**src/rtl/wgen_fifo.sv**
```systemverilog
`timescale 1ns / 1ps
// ----------------------------------------------------------------------------
// wgen_fifo: small register queue
// First-in first-out buffer with head read, fill count and full/empty flags.
// ----------------------------------------------------------------------------
module wgen_fifo #(
  parameter int unsigned Width = 8,
  parameter int unsigned Depth = 2
) (
  input  logic                       clk_i,
  input  logic                       rst_ni,
  input  logic                       push_i,
  input  logic [Width-1:0]           wdata_i,
  input  logic                       pop_i,
  output logic [Width-1:0]           rdata_o,
  output logic                       empty_o,
  output logic                       full_o,
  output logic [$clog2(Depth+1)-1:0] count_o
);

  localparam int unsigned PtrW = (Depth > 1) ? $clog2(Depth) : 1;
  localparam int unsigned CntW = $clog2(Depth + 1);

  logic [Width-1:0] mem_q [Depth];
  logic [PtrW-1:0]  wr_ptr_q, wr_ptr_d;
  logic [PtrW-1:0]  rd_ptr_q, rd_ptr_d;
  logic [CntW-1:0]  cnt_q, cnt_d;
  logic             do_push, do_pop;

  assign empty_o = (cnt_q == '0);
  assign full_o  = (cnt_q == CntW'(Depth));
  assign count_o = cnt_q;
  assign rdata_o = mem_q[rd_ptr_q];

  assign do_push = push_i & ~full_o;
  assign do_pop  = pop_i & ~empty_o;

  always_comb begin
    wr_ptr_d = wr_ptr_q;
    rd_ptr_d = rd_ptr_q;
    cnt_d    = cnt_q;
    if (do_push) begin
      wr_ptr_d = (wr_ptr_q == PtrW'(Depth - 1)) ? '0 : wr_ptr_q + PtrW'(1);
    end
    if (do_pop) begin
      rd_ptr_d = (rd_ptr_q == PtrW'(Depth - 1)) ? '0 : rd_ptr_q + PtrW'(1);
    end
    unique case ({do_push, do_pop})
      2'b10:   cnt_d = cnt_q + CntW'(1);
      2'b01:   cnt_d = cnt_q - CntW'(1);
      default: cnt_d = cnt_q;
    endcase
  end

  always_ff @(posedge clk_i or negedge rst_ni) begin
    if (!rst_ni) begin
      wr_ptr_q <= '0;
      rd_ptr_q <= '0;
      cnt_q    <= '0;
    end else begin
      wr_ptr_q <= wr_ptr_d;
      rd_ptr_q <= rd_ptr_d;
      cnt_q    <= cnt_d;
    end
  end

  always_ff @(posedge clk_i) begin
    if (do_push) begin
      mem_q[wr_ptr_q] <= wdata_i;
    end
  end

endmodule

```
**config.mk**
```make
export PLATFORM = sky130hd
export DESIGN_NAME = wgen_fifo
export DESIGN_NICKNAME = d
export VERILOG_FILES = /design/src/rtl/wgen_fifo.sv
export SDC_FILE = /design/constraint.sdc
export NUM_CORES = 1
export LEC_CHECK = 0
export BUFFER_PORTS_ARGS = -buffer_cell sky130_fd_sc_hd__buf_2
export CAP_MARGIN = 25
export CORE_MARGIN = 8
export CORE_UTILIZATION = 43
export DETAILED_ROUTE_END_ITERATION = 10
export MAX_ROUTING_LAYER = met4
export PLACE_DENSITY = 0.72
export SYNTH_ARGS = -nofsm -noshare
export SYNTH_HDL_FRONTEND = slang
export SYNTH_SLANG_ARGS = --single-unit
```
**constraint.sdc**
```tcl
create_clock -name clk_i -period 1.4 [get_ports clk_i]
set_input_delay 0.07 -clock clk_i [delete_from_list [all_inputs] [get_ports clk_i]]
set_output_delay 0.07 -clock clk_i [all_outputs]
set_load 0.01 [all_outputs]
```
==> impl_metrics.env <==
export IMPL_finalMaxSlewViolations=0
export IMPL_hold_viol=0
export IMPL_p_sw_mw=0.708
export IMPL_layout_min_cycle_time_ns=1.34
export IMPL_layout_drive_gt1_share_pct=60.0
export IMPL_skew_ns=0.00359
export IMPL_synth_edf_count=16
export IMPL_area_growth_pct=47.2
export IMPL_num_vias=495
export IMPL_relSlewSlack_pct=75.6
export IMPL_first_pass_iters=2
export IMPL_critPathMaxFanout=4
export IMPL_startpoint="rd_ptr_q"
export IMPL_path_clk_slew_ns=0.10
export IMPL_crit_type="reg2out"
export IMPL_setup_viol=0
export IMPL_num_io_pins=24
export IMPL_synthTopCellsByArea="edfxtp_1, dfrtp_1, mux2_2, xnor2_1, xor2_1"
export IMPL_row_count=15
export IMPL_cp_arrival_ns=1.27
export IMPL_required_ns=1.33
export IMPL_vias_per_cell=4.50
export IMPL_htree_levels=1
export IMPL_ant_nets=0
export IMPL_ys_seq_area_share_pct=75.2
export IMPL_clkPwrFrac_pct=11.9
export IMPL_ys_seq_elements=20
export IMPL_intPower_mw=1.49
export IMPL_dp_slack_ns=0.00592
export IMPL_n_antenna_cell=0
export IMPL_die_area_mm2=0.00341
export IMPL_crit_path_end_kind="output port"
export IMPL_synthFlopType="edfxtp_1"
export IMPL_clk_path_buf_depth=2
export IMPL_clockRootBuffer="clkbuf_4"
export IMPL_insertion_delay_ns=0.28
export IMPL_wirelength_um=1420
export IMPL_syn_nets=56
export IMPL_yosys_area_top_type="edfxtp_1"
export IMPL_cts_tree="built"
export IMPL_cts_sinks=20
export IMPL_grt_first_pass_wirelength_um=2210
export IMPL_min_delay_start="push_i"
export IMPL_ys_warn_count=0
export IMPL_status="complete, no violations"
export IMPL_synth_most_common_cell="edfxtp_1"
export IMPL_period_share_pct=95.7
export IMPL_drc=0
export IMPL_start_util_pct=45.2
export IMPL_fin_ws_ns=0.0597
export IMPL_cap_violations=0
export IMPL_routedWlPerCell_um=12.9
export IMPL_grt_max_degree=12
export IMPL_fmax_mhz=746
export IMPL_cts_inserted_buffers=3
export IMPL_yosys_top_cells_count="edfxtp_1, mux2_2, dfrtp_1"
export IMPL_utilization_pct=66.5
export IMPL_yosysTopAreaCellShare_pct=62.2
export IMPL_start_kind="flip-flop"
export IMPL_drt_initial_drc_count=4
export IMPL_syn_area_um2=772
export IMPL_irDropWorstVdd_mv=1.19
export IMPL_grt_antenna_before_repair=0
export IMPL_core_area_mm2=0.00171
export IMPL_leakagePower_nw=0.472
export IMPL_seqPwrFrac_pct=42.3
export IMPL_max_slew_worst_pin_slew_ns=0.367
export IMPL_comb_power_share_pct=45.8
export IMPL_chipWidth_um=58.4
export IMPL_gr_total_overflow=0
export IMPL_gp_routability_congestion=0.680
export IMPL_netlist_instances=43
export IMPL_grt_usage_pct=8.83
export IMPL_nets=99
export IMPL_synthDistinctLibCells=13
export IMPL_hp_class="in2reg"
export IMPL_port_buffers=23
export IMPL_syn_area_per_cell_um2=18.0
export IMPL_swShare_pct=32.2
export IMPL_async_reset_ff_share_pct=20.0
export IMPL_power_density_mw_per_mm2=1940
export IMPL_hpwl_um=983
export IMPL_r2r_start="count_o[0]"
export IMPL_grt_pass1_vias=520
export IMPL_die_h_um=58.4
==> state kept, by name (all words and copies together), names as in the netlist <==
signal,cells
rd_ptr_q,1
count_o,2
mem_q,16
wr_ptr_q,1
==> placed cells by master, fill, tap and decap left out <==
| cell type | Yosys | layout |
|---|---|---|
| and3_1 | 1 | 1 |
| buf_2 | 1 | 23 |
| buf_4 | 0 | 6 |
| buf_6 | 0 | 1 |
| clkbuf_1 | 0 | 1 |
| clkbuf_4 | 0 | 3 |
| dfrtp_1 | 4 | 2 |
| dfrtp_2 | 0 | 2 |
| dlygate4sd3_1 | 0 | 9 |
| edfxtp_1 | 16 | 16 |
| ha_4 | 0 | 1 |
| inv_1 | 1 | 1 |
| mux2_2 | 8 | 8 |
| nand2_4 | 0 | 1 |
| nand2b_4 | 0 | 1 |
| nor2_2 | 0 | 2 |
| nor2_4 | 0 | 1 |
| nor2b_2 | 1 | 1 |
| xnor2_1 | 3 | 2 |
| xnor2_2 | 0 | 1 |
| xor2_1 | 2 | 2 |
==> what timing repair did <==
item	4_1_cts	5_1_grt
pin swaps	0	1
endpoints found under the setup margin	9	9
hold buffers	9	0
endpoints found under the hold margin	20	0
setup buffers	1	3
resized for setup	2	10
==> power groups by stage <==
stage	sequential (mW)	combinational [mW]	clock, mW
after floorplan	0.926	0.483	0
after global routing	0.951	1.10	0.299
after global placement	0.959	0.730	0
after detailed placement	0.965	0.749	0
after CTS	0.951	0.801	0.272
final	0.930	1.01	0.262
==> layer usage <==
layer / wire, µm / vias to the layer above / global-route usage [%]
met5: 0 / - / -
met4: 0 / 0 / 4.20
met3: 82 / 0 / 3.26
met2: 765 / 13 / 14.5
met1: 569 / 241 / 9.22
li1: - / 241 / -
==> critical path, stage by stage, from the launching register on <==
cell     delay, ns
dfrtp_2       0.38
buf_4         0.15
mux2_2        0.33
buf_2         0.14
==> worst paths after layout <==
kind | endpoint | slack (ns) | depth (start not counted)
min in group asynchronous | count_o[1] | 0.13 | 2
setup reg to reg | mem_q[1][0] | 0.08 | 2
hold reg to reg | wr_ptr_q | 0.53 | 1
max in group asynchronous | rd_ptr_q | 1.14 | 2
hold / removal | wr_ptr_q | 0.09 | 3
setup / recovery | rdata_o[6] | 0.06 | 3
==> stage by stage <==
step	power [mW]	cell area, µm²	hold WS [ns]	TNS [ns]	std cells
6_report	2.20	1140	0.0926	0	110
5_1_grt	2.35	1140	0.0755	-0.00335	110
4_1_cts	2.02	1070	0.0714	0	107
3_5_place_dp	1.71	941	-0.121	0	93
3_3_place_gp	1.69	941	-0.122	0	93
2_1_floorplan	1.41	777	-0.226	0	43
==> cell type report <==
| type | count | area [µm²] |
|---|---|---|
| Sequential cell | 20 | 583 |
| Fill cell | 121 | 572 |
| Tap cell | 25 | 31.3 |
| Inverter | 1 | 3.75 |
| Timing Repair Buffer | 39 | 262 |
| Clock buffer | 4 | 26.3 |
| Multi-Input combinational cell | 21 | 230 |
==> cells by family (layout without fill, tap and decap cells) <==
kind of cell  after synthesis  in the layout  synth area share [%]
fa+ha+maj                   1              1                  1.62
xor+xnor                    5              5                  5.67
flops                      20             20                  75.2
simple gates                7              7                  4.70
buf+inv                     2             44                  1.13
mux                         8              8                  11.7
Power figures use the tool's default switching activity.
