`config.mk`:
```
export PLATFORM = sky130hd
export DESIGN_NAME = wgen_front
export DESIGN_NICKNAME = d
export VERILOG_FILES = /design/src/rtl/wgen_pkg.sv /design/src/rtl/wgen_front.sv
export SDC_FILE = /design/constraint.sdc
export NUM_CORES = 1
export LEC_CHECK = 0
export BUFFER_PORTS_ARGS = -buffer_cell sky130_fd_sc_hd__buf_4
export CORE_MARGIN = 2
export CORE_UTILIZATION = 50
export DETAILED_ROUTE_END_ITERATION = 7
export PLACE_DENSITY = 0.74
export REMOVE_ABC_BUFFERS = 1
export SYNTH_ARGS = -nofsm -noshare
export SYNTH_HDL_FRONTEND = slang
export SYNTH_SLANG_ARGS = --single-unit
```
`constraint.sdc`:
```
create_clock -name clk_i -period 4.31 [get_ports clk_i]
set_clock_uncertainty 0.15 [all_clocks]
set_input_delay 0.2155 -clock clk_i [delete_from_list [all_inputs] [get_ports clk_i]]
set_output_delay 0.2155 -clock clk_i [all_outputs]
set_load 0.05 [all_outputs]
```
`src/rtl/wgen_pkg.sv`:
```
`timescale 1ns / 1ps
// ----------------------------------------------------------------------------
// wgen_pkg: shared types and constants of the waveform generator
// Register map, waveform codes, pipeline records and the sine table builder.
// ----------------------------------------------------------------------------
package wgen_pkg;

  localparam int unsigned SINE_ENTRIES = 1024;
  localparam int unsigned MID_DEPTH    = 2;
  localparam int unsigned OUT_DEPTH    = 4;
  localparam int unsigned CFG_IDX_W    = 4;

  localparam logic [31:0] RST_FREQ_STEP   = 32'd429496730;
  localparam logic [31:0] RST_PHASE_OFF   = 32'd0;
  localparam logic [31:0] RST_AMPLITUDE   = 32'd65536;
  localparam logic [31:0] RST_DC_OFFSET   = 32'd0;
  localparam logic [31:0] RST_PULSE_WIDTH = 32'd429496730;
  localparam logic [31:0] RST_PULSE_HIGH  = 32'd65536;
  localparam logic [31:0] RST_PULSE_LOW   = 32'd0;

  localparam logic [63:0] HALF_PI_Q30 = 64'd1686629713;
  localparam logic [63:0] ONE_Q30     = 64'd1073741824;

  // triangle: |p - half turn| - quarter turn
  localparam logic signed [32:0] TRI_CENTER  = 33'sh0_8000_0000;
  localparam logic signed [32:0] TRI_QUARTER = 33'sh0_4000_0000;

  typedef enum logic [2:0] {
    WAVE_CONST    = 3'd0,
    WAVE_SINE     = 3'd1,
    WAVE_TRIANGLE = 3'd2,
    WAVE_SQUARE   = 3'd3,
    WAVE_RAMP     = 3'd4,
    WAVE_COUNTER  = 3'd5,
    WAVE_PULSE    = 3'd6
  } wave_e;

  typedef enum logic [CFG_IDX_W-1:0] {
    REG_WAVE_TYPE   = 4'd0,
    REG_FREQ_STEP   = 4'd1,
    REG_PHASE_OFF   = 4'd2,
    REG_AMPLITUDE   = 4'd3,
    REG_DC_OFFSET   = 4'd4,
    REG_PULSE_WIDTH = 4'd5,
    REG_PULSE_HIGH  = 4'd6,
    REG_PULSE_LOW   = 4'd7
  } cfg_reg_e;

  typedef enum logic [1:0] {
    SH_0  = 2'd0,
    SH_15 = 2'd1,
    SH_30 = 2'd2,
    SH_32 = 2'd3
  } shift_e;

  typedef struct packed {
    logic [2:0]         wave_type;
    logic [31:0]        freq_step;
    logic [31:0]        phase_offset;
    logic signed [31:0] amplitude;
    logic signed [31:0] dc_offset;
    logic [31:0]        pulse_width_frac;
    logic signed [31:0] hi_level;
    logic signed [31:0] lo_level;
  } cfg_t;

  // request from the front: classified wave, phase, accumulator, counter
  typedef struct packed {
    wave_e       wave;
    logic [31:0] phase;
    logic [31:0] acc;
    logic [31:0] cnt;
  } mid_t;

  typedef struct packed {
    logic signed [31:0] sample;
    logic [31:0]        seq;
    logic               sat;
  } out_t;

  // Q1.15 sine, scaled by 32767, of a phase in turns * 2^32
  function automatic logic signed [15:0] sine_q15(input logic [31:0] ph);
    logic [1:0]         quad;
    logic [63:0]        r;
    logic [63:0]        x;
    logic [63:0]        x2;
    logic [63:0]        term;
    logic [63:0]        mag;
    logic [15:0]        m16;
    logic signed [63:0] sum;
    quad = ph[31:30];
    r = {34'd0, ph[29:0]};
    if (quad[0]) begin
      r = ONE_Q30 - r;
    end
    x  = (r * HALF_PI_Q30) >> 30;
    x2 = (x * x) >> 30;
    term = x;
    sum  = $signed(x);
    for (int k = 1; k <= 7; k++) begin
      term = ((term * x2) >> 30) / 64'((2 * k) * (2 * k + 1));
      if (k[0]) begin
        sum = sum - $signed(term);
      end else begin
        sum = sum + $signed(term);
      end
    end
    if (sum < 0) begin
      sum = '0;
    end
    mag = (64'(sum) * 64'd32767 + 64'd536870912) >> 30;
    if (mag > 64'd32767) begin
      mag = 64'd32767;
    end
    m16 = mag[15:0];
    return quad[1] ? $signed(16'd0 - m16) : $signed(m16);
  endfunction

endpackage

```
`src/rtl/wgen_front.sv`:
```
`timescale 1ns / 1ps
// ----------------------------------------------------------------------------
// wgen_front: sample request front end
// Accepts requests, keeps phase accumulator and sample counter, classifies.
// ----------------------------------------------------------------------------
module wgen_front (
  input  logic            clk_i,
  input  logic            rst_ni,
  input  wgen_pkg::cfg_t  cfg_i,
  input  logic            push_i,
  input  logic            restart_i,
  input  logic [7:0]      skip_i,
  input  logic            q_full_i,
  output logic            q_push_o,
  output wgen_pkg::mid_t  rec_o
);

  logic [31:0] acc_q, acc_d;
  logic [31:0] cnt_q, cnt_d;
  logic [31:0] base_acc, base_cnt;
  logic [8:0]  steps;
  logic [40:0] step_prod;
  logic        acc_en;

  assign acc_en   = push_i & ~q_full_i;
  assign q_push_o = acc_en;

  // restart clears the state before this sample is formed
  assign base_acc  = restart_i ? '0 : acc_q;
  assign base_cnt  = restart_i ? '0 : cnt_q;
  assign steps     = 9'(skip_i) + 9'd1;
  assign step_prod = cfg_i.freq_step * steps;
  assign acc_d     = base_acc + step_prod[31:0];
  assign cnt_d     = base_cnt + 32'(steps);

  always_comb begin
    rec_o.wave  = wgen_pkg::wave_e'(cfg_i.wave_type);
    rec_o.phase = base_acc + cfg_i.phase_offset;
    rec_o.acc   = base_acc;
    rec_o.cnt   = base_cnt;
  end

  always_ff @(posedge clk_i or negedge rst_ni) begin
    if (!rst_ni) begin
      acc_q <= '0;
      cnt_q <= '0;
    end else if (acc_en) begin
      acc_q <= acc_d;
      cnt_q <= cnt_d;
    end
  end

  a_restart_count: assert property (@(posedge clk_i) disable iff (!rst_ni)
    (acc_en && restart_i) |=> (cnt_q == 32'($past(skip_i)) + 32'd1))
    else $error("counter did not restart from the skip advance");

endmodule

```
==> metrics.md, run 1 <==
| Metric | Value |
|---|---|
| Status | `finished with violations` |
| Violations in the final reports | `setup timing` |
| Internal Dissipation | `8.249 mW` |
| Unrepaired setup endpoints after global routing | `yes` |
| Hold WS | `282.0 ps` |
| Via density | `5.512` |
| Minimum clock period | `5526 ps` |
| GR Util All Layers | `0.2954` |
| Clk slew on worst S/H paths | `50 ps` |
| Crit Path Category | `input port to flip-flop` |
| CP top delay family | `adder cells` |
| Top routing layer used | `met5` |
| FP Rows | `59` |
| Clock root cell | `clkbuf_16` |
| Remaining global-route overflow | `0` |
| Syn. warnings | `0` |
| Routed len/inst | `18.69 microns` |
| Slew HR | `0.3890` |
| Most common cell after layout, fill and taps aside | `buf_4` |
| Sequential Area | `1602 sq um` |
| DR WL met2 | `19440 microns` |
| Endpoint type of the worst setup path | `flip-flop` |
| Crit-path max cell delay | `570 ps` |
| Initial antenna violation count | `1` |
| Fraction of registers with async set/reset | `1.000` |
| Final worst path period share | `1.282` |
| Antenna-violating nets left | `0` |
| First-pass GRT wire length | `65870 microns` |
| H-Tree Level Count | `3` |
| Worst slew pin tran | `908.2 ps` |
| Nets | `2420` |
| VDD IR-drop max | `0.0006879 V` |
| Num CTS Buffers | `9` |
| Detail Route met3 WL | `3756 microns` |
| Max Clk Rate | `181.0 MHz` |
| Combinational power share | `0.899` |
| Final Hold Fails | `0` |
| Initial Util | `0.5120` |
| Critical path arrival | `5580 ps` |
| # setup viols final | `26` |
| Layout cells sized above 1 | `0.2786` |
| DR iter-0 viols | `726` |
| Sequential share of the synthesized area | `0.1194` |
| P_leak | `8.824 nW` |
| Synth Flop Type | `dfrtp_1` |
| Maxcap violations | `0` |
| Number of slew-limit violations in the final report | `0` |
| Largest family of logic cells by synthesized area | `adder cells` |
| Slowest cell on the critical path | `fa_1` |
| DP HPWL | `31570 microns` |
| Commonest cells after routing, fill and taps aside | `buf_4 (313), inv_1 (231), nand2_1 (214)` |
| CP Max Fanout | `5` |
| FILL cells | `2019` |
| Total number of vias | `12254` |
| Horiz. Die Dim | `167.8 microns` |
| Core Area | `26210 sq um` |
| Mux cell area share after synthesis | `0.001492` |
| Post-Synth Simple-Gate Area | `0.2273` |
| Place WS | `-1723 ps` |
| Switching Fraction | `0.5009` |
| WP data required | `4360 ps` |
| Area Overhead vs Synth | `32.22%` |
| Seq pwr share | `0.054` |
| Post-synth EDFFs | `0` |
| Area of the multi-input gates | `11460 sq um` |
| Net Switching | `8.277 mW` |
| Worst setup slack after layout | `-1216 ps` |
| Number of global-route vias before repair | `12872` |
| DR pass1 iterations | `6` |
| Post-Synth Adder-Cell Area | `0.3924` |
| R2r setup slk | `720 ps` |
| Clock share of power | `0.047` |
| Max clock buf depth | `2` |
| Clock sinks | `64` |
| Synthesized instance count | `1570` |
| Placer Congestion | `0.9569` |
| #FFs+latches synth | `64` |
| Hold WC Path Type | `input port to output pin` |
| P per Cell Area | `931.6 nW/um^2` |
| Port bufs | `173` |
| DRT Wirelength | `41540 microns` |
| Die Height | `167.8 microns` |
| Wl on met1 | `16940 microns` |
| Synth Area in XOR/XNOR | `0.06379` |
| Syn Area/Cell | `8.546 sq um` |
| I/O pin count | `340` |
| Startpoint types | `input port` |
| Synth Cell Area | `13420 sq um` |
| # DRC | `0` |
| Buf/Inv on CP | `9` |
| Die area | `28160 sq um` |
| Synth Area in Compound Gates | `0.1090` |
| CTS tree | `done` |
| Yosys cell types | `86` |
| Ant. Diodes | `0` |
| Clk Latency, worst-skew pair | `340 ps` |
| Largest net degree at the start of global routing | `85` |
worst register-to-register path: stages, from the launching register on:
cell and delay, ps:
dfrtp_1 370, nand2b_1 130, inv_1 110, ha_1 300, ha_1 220, fa_1 530, a211oi_4 340, o21ai_2 140
a31o_4 280, a22oi_2 250, a311oi_4 150, a31oi_1 220, xor2_1 170, o21ai_1 80
flip-flops by register name (all words and copies together) (netlist names):
signal,count
acc_q,32
cnt_q,32
Yosys cell counts, types with 15 or more instances:
cell      instances  share of area
inv_1           244          0.068
nand2_1         220          0.062
fa_1            208           0.31
and2_1          146          0.068
ha_1             88          0.082
dfrtp_1          64           0.12
xnor2_1          60          0.039
nor2_1           59          0.017
a21oi_1          58          0.022
o21ai_0          55          0.021
nor2b_1          43          0.020
nand2b_1         39          0.018
clkbuf_1         38          0.011
nand3_1          27          0.010
xor2_1           27          0.018
a21o_1           16         0.0090
o21ai_1          15         0.0056
per-stage QoR:
step           power (mW)  utilization  setup TNS (ps)  std cells  instance area [sq um]
3_3_place_gp        12.34       0.6162          -36140       2171                  16150
4_1_cts             15.43       0.6630          -22020       2207                  17380
6_report            16.53       0.6769          -24770       2223                  17740
2_1_floorplan       8.514            -          -45920       1516                  13170
5_1_grt             17.82       0.6769          -29060       2223                  17740
3_5_place_dp        12.59       0.6162          -38090       2171                  16150
area by class of cell:
| type | count | share of cell area |
|---|---|---|
| Sequential cell | 64 | 0.09028 |
| Tap cell | 335 | 0.02363 |
| Inverter | 244 | 0.05163 |
| Multi-Input combinational cell | 1209 | 0.6459 |
| Clock inverter | 4 | 0.003033 |
| Clock buffer | 11 | 0.01425 |
| Timing Repair Buffer | 356 | 0.1713 |
cell families after synthesis:
| family | count (synthesis) |
|---|---|
| fa+ha+maj | 296 |
| buf+inv | 298 |
| simple gates | 596 |
| xor+xnor | 92 |
| mux | 2 |
| compound gates | 222 |
| flops | 64 |
worst paths after layout:
| kind | from | to | cells past startpoint |
|---|---|---|---|
| min | cfg_i[225] | rec_o[97] | 0 |
| min reg2reg | acc_q[0]$_DFFE_PN0P_ | acc_q[0]$_DFFE_PN0P_ | 2 |
| max in group asynchronous | rst_ni | acc_q[14]$_DFFE_PN0P_ | 2 |
| min in group asynchronous | rst_ni | cnt_q[24]$_DFFE_PN0P_ | 2 |
| max reg2reg | acc_q[1]$_DFFE_PN0P_ | acc_q[29]$_DFFE_PN0P_ | 13 |
| max | skip_i[0] | acc_q[30]$_DFFE_PN0P_ | 27 |
power by group through the flow:
stage,sequential [mW],clock [mW],combinational (mW)
finish,0.890,0.771,14.9
global route,0.908,0.816,16.1
CTS,0.883,0.780,13.8
detailed placement,0.888,0,11.7
global placement,0.879,0,11.5
floorplan,0.856,0,7.66
metal layers:
metal,GRT usage,up-vias
met5,0,-
met4,0.09754,2
met3,0.07710,87
met2,0.4872,566
met1,0.3806,6024
li1,-,5575
what timing repair did:
item	4_1_cts	5_1_grt
setup buffers	19	15
hold endpoints to repair	64	0
gates cloned	3	2
hold buffers	1	0
pin swaps	82	39
setup endpoints to repair	27	26
resized for setup	141	50
Note: power is estimated with default switching activity, not from simulation.
==> run 2: changes to the inputs <==
==> constraint.sdc (replaced) <==
create_clock -name clk_i -period 6.75 [get_ports clk_i]
set_clock_uncertainty 0.15 [all_clocks]
set_input_delay 0.3375 -clock clk_i [delete_from_list [all_inputs] [get_ports clk_i]]
set_output_delay 0.3375 -clock clk_i [all_outputs]
set_load 0.05 [all_outputs]
==> run 2 against run 1 <==
- via count decreased by 8.2%
- final area decreased by 13%
- register-to-register slack improved by 2400 ps
- largest cell class unchanged
- the flow now finishes without violations
==> metrics.md, run 2 (same netlist as run 1, synthesis figures left out) <==
| Metric | Value |
|---|---|
| Port bufs | `173 (unchanged)` |
| Critical path arrival | `6320 ps (+740 ps)` |
| P_leak | `7.814 nW (-11%)` |
| Hold endpoint | `acc_q[2]$_DFFE_PN0P_` |
| Maxcap violations | `0 (unchanged)` |
| Post-CTS sizing | `0 (-100%)` |
| Worst setup slack after layout | `480.5 ps (+1697 ps)` |
| Crit Path Category | `input port to flip-flop` |
| Internal Dissipation | `3.384 mW (-59%)` |
| Final worst path period share | `0.9288` |
| Post-CTS setup buffer count | `0 (-19)` |
| Worst slew pin tran | `1106 ps (+197.7 ps)` |
| # DRC | `0 (unchanged)` |
| Hold_buf cts | `1 (unchanged)` |
| Clk Latency, worst-skew pair | `350 ps (about the same)` |
| P per Cell Area | `483.6 nW/um^2 (-48%)` |
| Seq pwr share | `0.074 (+0.020)` |
| HP Start | `acc_q[2]$_DFFE_PN0P_` |
| Sequential Area | `1602 sq um (unchanged)` |
| Total number of vias | `11255 (-8.2%)` |
| VDD IR-drop max | `0.0003778 V (-45%)` |
| Slew HR | `0.2591 (-0.1299)` |
| DR iter-0 viols | `776 (+6.9%)` |
| FILL cells | `2298 (+14%)` |
| R2r setup slk | `3120 ps (+2400 ps)` |
| DRT Wirelength | `35470 microns (-15%)` |
| Place WS | `126.5 ps (+1850 ps)` |
| Clock root cell | `clkbuf_16` |
| Core Area | `26210 sq um (unchanged)` |
| Reg2reg path depth | `13 (unchanged)` |
| Switching Fraction | `0.5469 (+0.04604)` |
| Number of slew-limit violations in the final report | `0 (unchanged)` |
| Placer Congestion | `0.9038 (-5.5%)` |
| Final Hold Fails | `0 (unchanged)` |
| Die area | `28160 sq um (unchanged)` |
| Regs by FF count | `acc_q x32, cnt_q x32` |
| FP Rows | `59 (unchanged)` |
| CP Max Fanout | `21 (+16)` |
| Cells along the critical path | `buf_4 > nand3_1 > xnor2_2 > buf_4 > and2_1 > fa_1 > fa_1 > fa_1 > fa_1 > inv_1 > fa_1 > inv_1 > ha_1 > and4_4 > nand2_2 > nor4_4 > a22oi_2 > a311oi_4 > a31oi_1 > xor2_1 > o21ai_1` |
| GR Util All Layers | `0.2618 (-0.03352)` |
| Minimum clock period | `6270 ps` |
| Nets | `2258 (-6.7%)` |
| Buf/Inv on CP | `4 (-5)` |
| Crit-path max cell delay | `860 ps (+290 ps)` |
| CTS tree | `done` |
| H-Tree Level Count | `3 (unchanged)` |
| Max Clk Rate | `159.5 MHz` |
| Initial Util | `0.5120 (unchanged)` |
| Hold depth | `2 (+2)` |
| Die Height | `167.8 microns (unchanged)` |
| First-pass GRT wire length | `58980 microns (-10%)` |
| Most frequent CP cell | `fa_1` |
| Clock sinks | `64 (unchanged)` |
| Horiz. Die Dim | `167.8 microns (unchanged)` |
| Routed len/inst | `17.20 microns (-7.9%)` |
| WP data required | `6800 ps (+2440 ps)` |
| Unrepaired setup endpoints after global routing | `no` |
| Num CTS Buffers | `9 (unchanged)` |
| R2R Path Start | `acc_q[1]$_DFFE_PN0P_` |
| Net Switching | `4.085 mW (-51%)` |
| # setup viols final | `0 (-100%)` |
| Layout cells sized above 1 | `0.1436 (-0.1350)` |
| Initial antenna violation count | `0 (-1)` |
| Commonest cells after routing, fill and taps aside | `inv_1 (244), nand2_1 (220), fa_1 (208)` |
| Endpoint type of the worst setup path | `flip-flop` |
| Startpoint types | `input port` |
| Most common cell after layout, fill and taps aside | `inv_1` |
| Fin util | `0.5894 (-0.08756)` |
| Clk slew on worst S/H paths | `60 ps (about the same)` |
| Ant. Diodes | `0 (unchanged)` |
| Area of the multi-input gates | `10690 sq um (-6.7%)` |
| Antenna-violating nets left | `0 (unchanged)` |
| Area Overhead vs Synth | `15.12%` |
| Critical R2R Capture | `acc_q[29]$_DFFE_PN0P_` |
| Hold WC Path Type | `flip-flop to flip-flop` |
| Number of global-route vias before repair | `11719 (-9.0%)` |
| Via density | `5.458 (-0.98%)` |
| Crit path from | `skip_i[0]` |
| Remaining global-route overflow | `0 (unchanged)` |
| Slowest cell on the critical path | `xnor2_2` |
| Clock share of power | `0.066 (+0.019)` |
| Post-Route Setup TNS | `0 ps (+24770 ps)` |
| DR pass1 iterations | `5 (-1)` |
| DP HPWL | `28840 microns (-8.6%)` |
| CP top delay family | `adder cells` |
| I/O pin count | `340 (unchanged)` |
| Combinational power share | `0.860 (-0.039)` |
| Crit. path cell count | `21 (-22%)` |
| Largest net degree at the start of global routing | `65 (-24%)` |
| Status | `finished, final reports clean` |
| Max clock buf depth | `2 (unchanged)` |
[run 2: final cells by class]
class	instances	share of cell area
repair buffers	195	0.09819
clock inverters	6	0.004375
well taps	335	0.02714
clock buffers	10	0.01547
inverters	244	0.05930
flip-flops and latches	64	0.1037
multi-input cells	1208	0.6918
[run 2: per-layer routing]
| layer | vias to the layer above | global-route usage | routed length, microns |
|---|---|---|---|
| li1 | 5241 | - | - |
| met1 | 5543 | 0.3601 | 15630 |
| met2 | 430 | 0.4120 | 15600 |
| met3 | 41 | 0.07287 | 3535 |
| met4 | 0 | 0.06541 | 706 |
| met5 | - | 0 | 0 |
[run 2: power groups by stage]
stage	Clock [mW]	Combinational [mW]	Sequential, mW
4_1_cts	0.500	6.42	0.554
6_report	0.491	6.42	0.555
5_1_grt	0.515	7.25	0.568
3_3_place_gp	0	6.24	0.555
3_5_place_dp	0	6.34	0.561
2_1_floorplan	0	4.89	0.547
[run 2: how the worst max path moves through the flow]
stage                             to  slack, ps
6_report       acc_q[29]$_DFFE_PN0P_        480
5_1_grt        acc_q[30]$_DFFE_PN0P_         70
4_1_cts        acc_q[31]$_DFFE_PN0P_        490
3_5_place_dp   acc_q[29]$_DFFE_PN0P_        130
3_3_place_gp   acc_q[31]$_DFFE_PN0P_        150
2_1_floorplan  acc_q[24]$_DFFE_PN0P_        240
[run 2: stage by stage]
stage | power, mW | hold WS [ps] | instances | area [sq um]
after floorplan | 5.436 | -108.1 | 1516 | 13170
after detailed placement | 6.906 | 306.6 | 2045 | 15130
final | 7.469 | 321.2 | 2062 | 15440
after CTS | 7.473 | 320.8 | 2062 | 15440
after global routing | 8.329 | 346.1 | 2062 | 15440
after global placement | 6.798 | 300.2 | 2045 | 15130
[run 2: tightest hold or removal path: stages (launching register included)]
cell	delay (ps)
dfrtp_1	340
nand2_1	50
nand2_1	50
==> run 3: changes to the inputs <==
--- a/config.mk
+++ b/config.mk
@@ -5,7 +5,7 @@
 export SDC_FILE = /design/constraint.sdc
 export NUM_CORES = 1
 export LEC_CHECK = 0
-export BUFFER_PORTS_ARGS = -buffer_cell sky130_fd_sc_hd__buf_4
+export BUFFER_PORTS_ARGS = -buffer_cell sky130_fd_sc_hd__buf_2
 export CORE_MARGIN = 2
 export CORE_UTILIZATION = 50
 export DETAILED_ROUTE_END_ITERATION = 7
==> run 3 against run 2 <==
- hold slack got worse by 300 ps
- clock-buffer cell count did not move
- die area did not move
- fmax fell by 0.27%
- via count rose by 0.23%
- utilization fell by 1.8 points
- final area fell by 3.1%
- worst setup slack got worse by 17 ps
- sequential share of layout area rose by 0.33 points
- sequential power barely moved
- routed wire length fell by 0.40%
==> metrics.md, run 3 (same netlist as run 1, synthesis figures left out) <==
| Metric | Value |
|---|---|
| Antenna-violating nets left | `0 (unchanged)` |
| Internal Dissipation | `3.169 mW (-6.4%)` |
| Ant. Diodes | `0 (unchanged)` |
| Fin area | `14970 sq um (-3.1%)` |
| Crit path from | `skip_i[0]` |
| Final worst path period share | `0.9314 (+0.002535)` |
| Final Hold Fails | `0 (unchanged)` |
| Regs by FF count | `acc_q x32, cnt_q x32` |
| Status | `finished, final reports clean` |
| Routed len/inst | `17.13 microns (-0.40%)` |
| CTS tree | `done` |
| Max Clk Rate | `159.1 MHz (-0.27%)` |
| Horiz. Die Dim | `167.8 microns (unchanged)` |
| Endpoint type of the worst setup path | `flip-flop` |
| R2r setup slk | `3040 ps (-80 ps)` |
| Hold WC Path Type | `input port to asynchronous set/reset pin` |
| P per Cell Area | `482.4 nW/um^2 (-0.25%)` |
| Initial antenna violation count | `1 (+1)` |
| Reg2reg path depth | `13 (unchanged)` |
| DR iter-0 viols | `714 (-8.0%)` |
| DRT Wirelength | `35330 microns (-0.40%)` |
| Largest net degree at the start of global routing | `86 (+32%)` |
| DR pass1 iterations | `7 (+2)` |
| VDD IR-drop max | `0.0003903 V (+3.3%)` |
| Clock root cell | `clkbuf_16` |
| # setup viols final | `0 (unchanged)` |
| Die Height | `167.8 microns (unchanged)` |
| Max clock buf depth | `2 (unchanged)` |
| Clk slew on worst S/H paths | `60 ps (about the same)` |
| P_leak | `7.694 nW (-1.5%)` |
| Maxcap violations | `0 (unchanged)` |
| Num CTS Buffers | `9 (unchanged)` |
| Minimum clock period | `6287 ps (+17.11 ps)` |
| Initial Util | `0.5120 (unchanged)` |
| Critical R2R Capture | `acc_q[29]$_DFFE_PN0P_` |
| Hold_buf cts | `0 (-1)` |
| Most common cell after layout, fill and taps aside | `inv_1` |
| GR Util All Layers | `0.2578 (-0.003997)` |
| Clk Latency, worst-skew pair | `350 ps (about the same)` |
| Worst setup slack after layout | `463.3 ps (-17.11 ps)` |
| Startpoint types | `input port` |
| Dpl cell area | `14680 sq um (-3.0%)` |
| Port bufs | `173 (unchanged)` |
| Post-CTS setup buffer count | `0 (unchanged)` |
| Worst slew pin tran | `1028 ps (-77.75 ps)` |
| Combinational power share | `0.861 (about the same)` |
| Slew HR | `0.3146 (+0.05546)` |
| Remaining global-route overflow | `0 (unchanged)` |
| Clock sinks | `64 (unchanged)` |
| Placer Congestion | `0.9043 (about the same)` |
| I/O pin count | `340 (unchanged)` |
| H-Tree Level Count | `3 (unchanged)` |
| Switching Fraction | `0.5612 (+0.01436)` |
| First-pass GRT wire length | `57810 microns (-2.0%)` |
| Place WS | `-14.62 ps (-141.1 ps)` |
| Nets | `2258 (unchanged)` |
| R2R Path Start | `acc_q[1]$_DFFE_PN0P_` |
| Commonest cells after routing, fill and taps aside | `inv_1 (244), nand2_1 (220), fa_1 (208)` |
| Die area | `28160 sq um (unchanged)` |
| Net Switching | `4.054 mW (-0.76%)` |
| Via density | `5.471 (+0.23%)` |
| Number of slew-limit violations in the final report | `0 (unchanged)` |
| Critical path arrival | `6350 ps (+30 ps)` |
| FP Rows | `59 (unchanged)` |
| Crit Path Category | `input port to flip-flop` |
| WP data required | `6810 ps (about the same)` |
| Total number of vias | `11281 (+0.23%)` |
| Post-CTS sizing | `0 (unchanged)` |
| End point of the critical path | `acc_q[30]$_DFFE_PN0P_` |
| Unrepaired setup endpoints after global routing | `no` |
| # DRC | `0 (unchanged)` |
| Number of global-route vias before repair | `11279 (-3.8%)` |
| Layout cells sized above 1 | `0.1442 (+0.0005790)` |
| Seq pwr share | `0.076 (+0.002)` |
| Core Area | `26210 sq um (unchanged)` |
| DP HPWL | `28930 microns (+0.30%)` |
| Area Overhead vs Synth | `11.60%` |
| CP Max Fanout | `17 (-19%)` |
| Clock share of power | `0.063 (-0.003)` |
-- run 3: worst max-delay path, cell delays in order --
cell and delay (ps):
buf_2 180, ha_1 280, nand3_1 140, xnor2_2 360, buf_4 320, and2_1 180, fa_1 440, fa_1 570
fa_1 430, fa_1 490, inv_1 50, fa_1 470, inv_1 40, ha_1 320, a211oi_1 450, a211oi_1 90
o21ai_0 170, o41ai_1 110, a311oi_2 410, o221ai_1 230, nand4b_1 160, o211ai_1 100
-- run 3: how the worst min path moves through the flow --
stage | start | to | slack (ps)
floorplan | rst_ni | acc_q[0]$_DFFE_PN0P_ | -110
global placement | cnt_q[0]$_DFFE_PN0P_ | cnt_q[0]$_DFFE_PN0P_ | 300
detailed placement | cnt_q[0]$_DFFE_PN0P_ | cnt_q[0]$_DFFE_PN0P_ | 310
CTS | rst_ni | cnt_q[27]$_DFFE_PN0P_ | 80
global route | rst_ni | cnt_q[27]$_DFFE_PN0P_ | 120
finish | rst_ni | cnt_q[27]$_DFFE_PN0P_ | 20
-- run 3: metal layers --
layer	track usage	part of all wire	routed length, microns	vias to the layer above
li1	-	-	-	5260
met1	0.3574	0.44	15450	5528
met2	0.3926	0.44	15470	432
met3	0.07922	0.10	3519	59
met4	0.07372	0.025	879	2
met5	0	0.00037	13	-
-- run 3: metrics by stage --
stage / hold WS (ps) / power (mW) / utilization / setup TNS [ps] / cells
finish: 17.88 / 7.223 / 0.5714 / 0 / 2062
global route: 123.1 / 8.016 / 0.5714 / 0 / 2062
CTS: 79.14 / 7.235 / 0.5709 / 0 / 2062
detailed placement: 305.7 / 6.706 / 0.5601 / -14.62 / 2046
global placement: 299.6 / 6.570 / 0.5601 / 0 / 2046
floorplan: -108.1 / 5.436 / - / 0 / 1516
-- run 3: power groups by stage --
stage          Combinational, mW  Clock (mW)  Sequential (mW)
2_1_floorplan               4.89           0            0.547
3_3_place_gp                6.02           0            0.554
3_5_place_dp                6.15           0            0.559
4_1_cts                     6.22       0.463            0.553
5_1_grt                     6.97       0.478            0.566
6_report                    6.22       0.453            0.553
-- run 3: cell type report --
cell class | count | area (sq um)
sequential | 64 | 1602
timing repair buffer | 195 | 1056
multi-input combinational | 1208 | 10700
fill | 2408 | 11230
inverter | 244 | 915.9
clock inverter | 6 | 45.04
tap | 335 | 419.2
clock buffer | 10 | 239.0
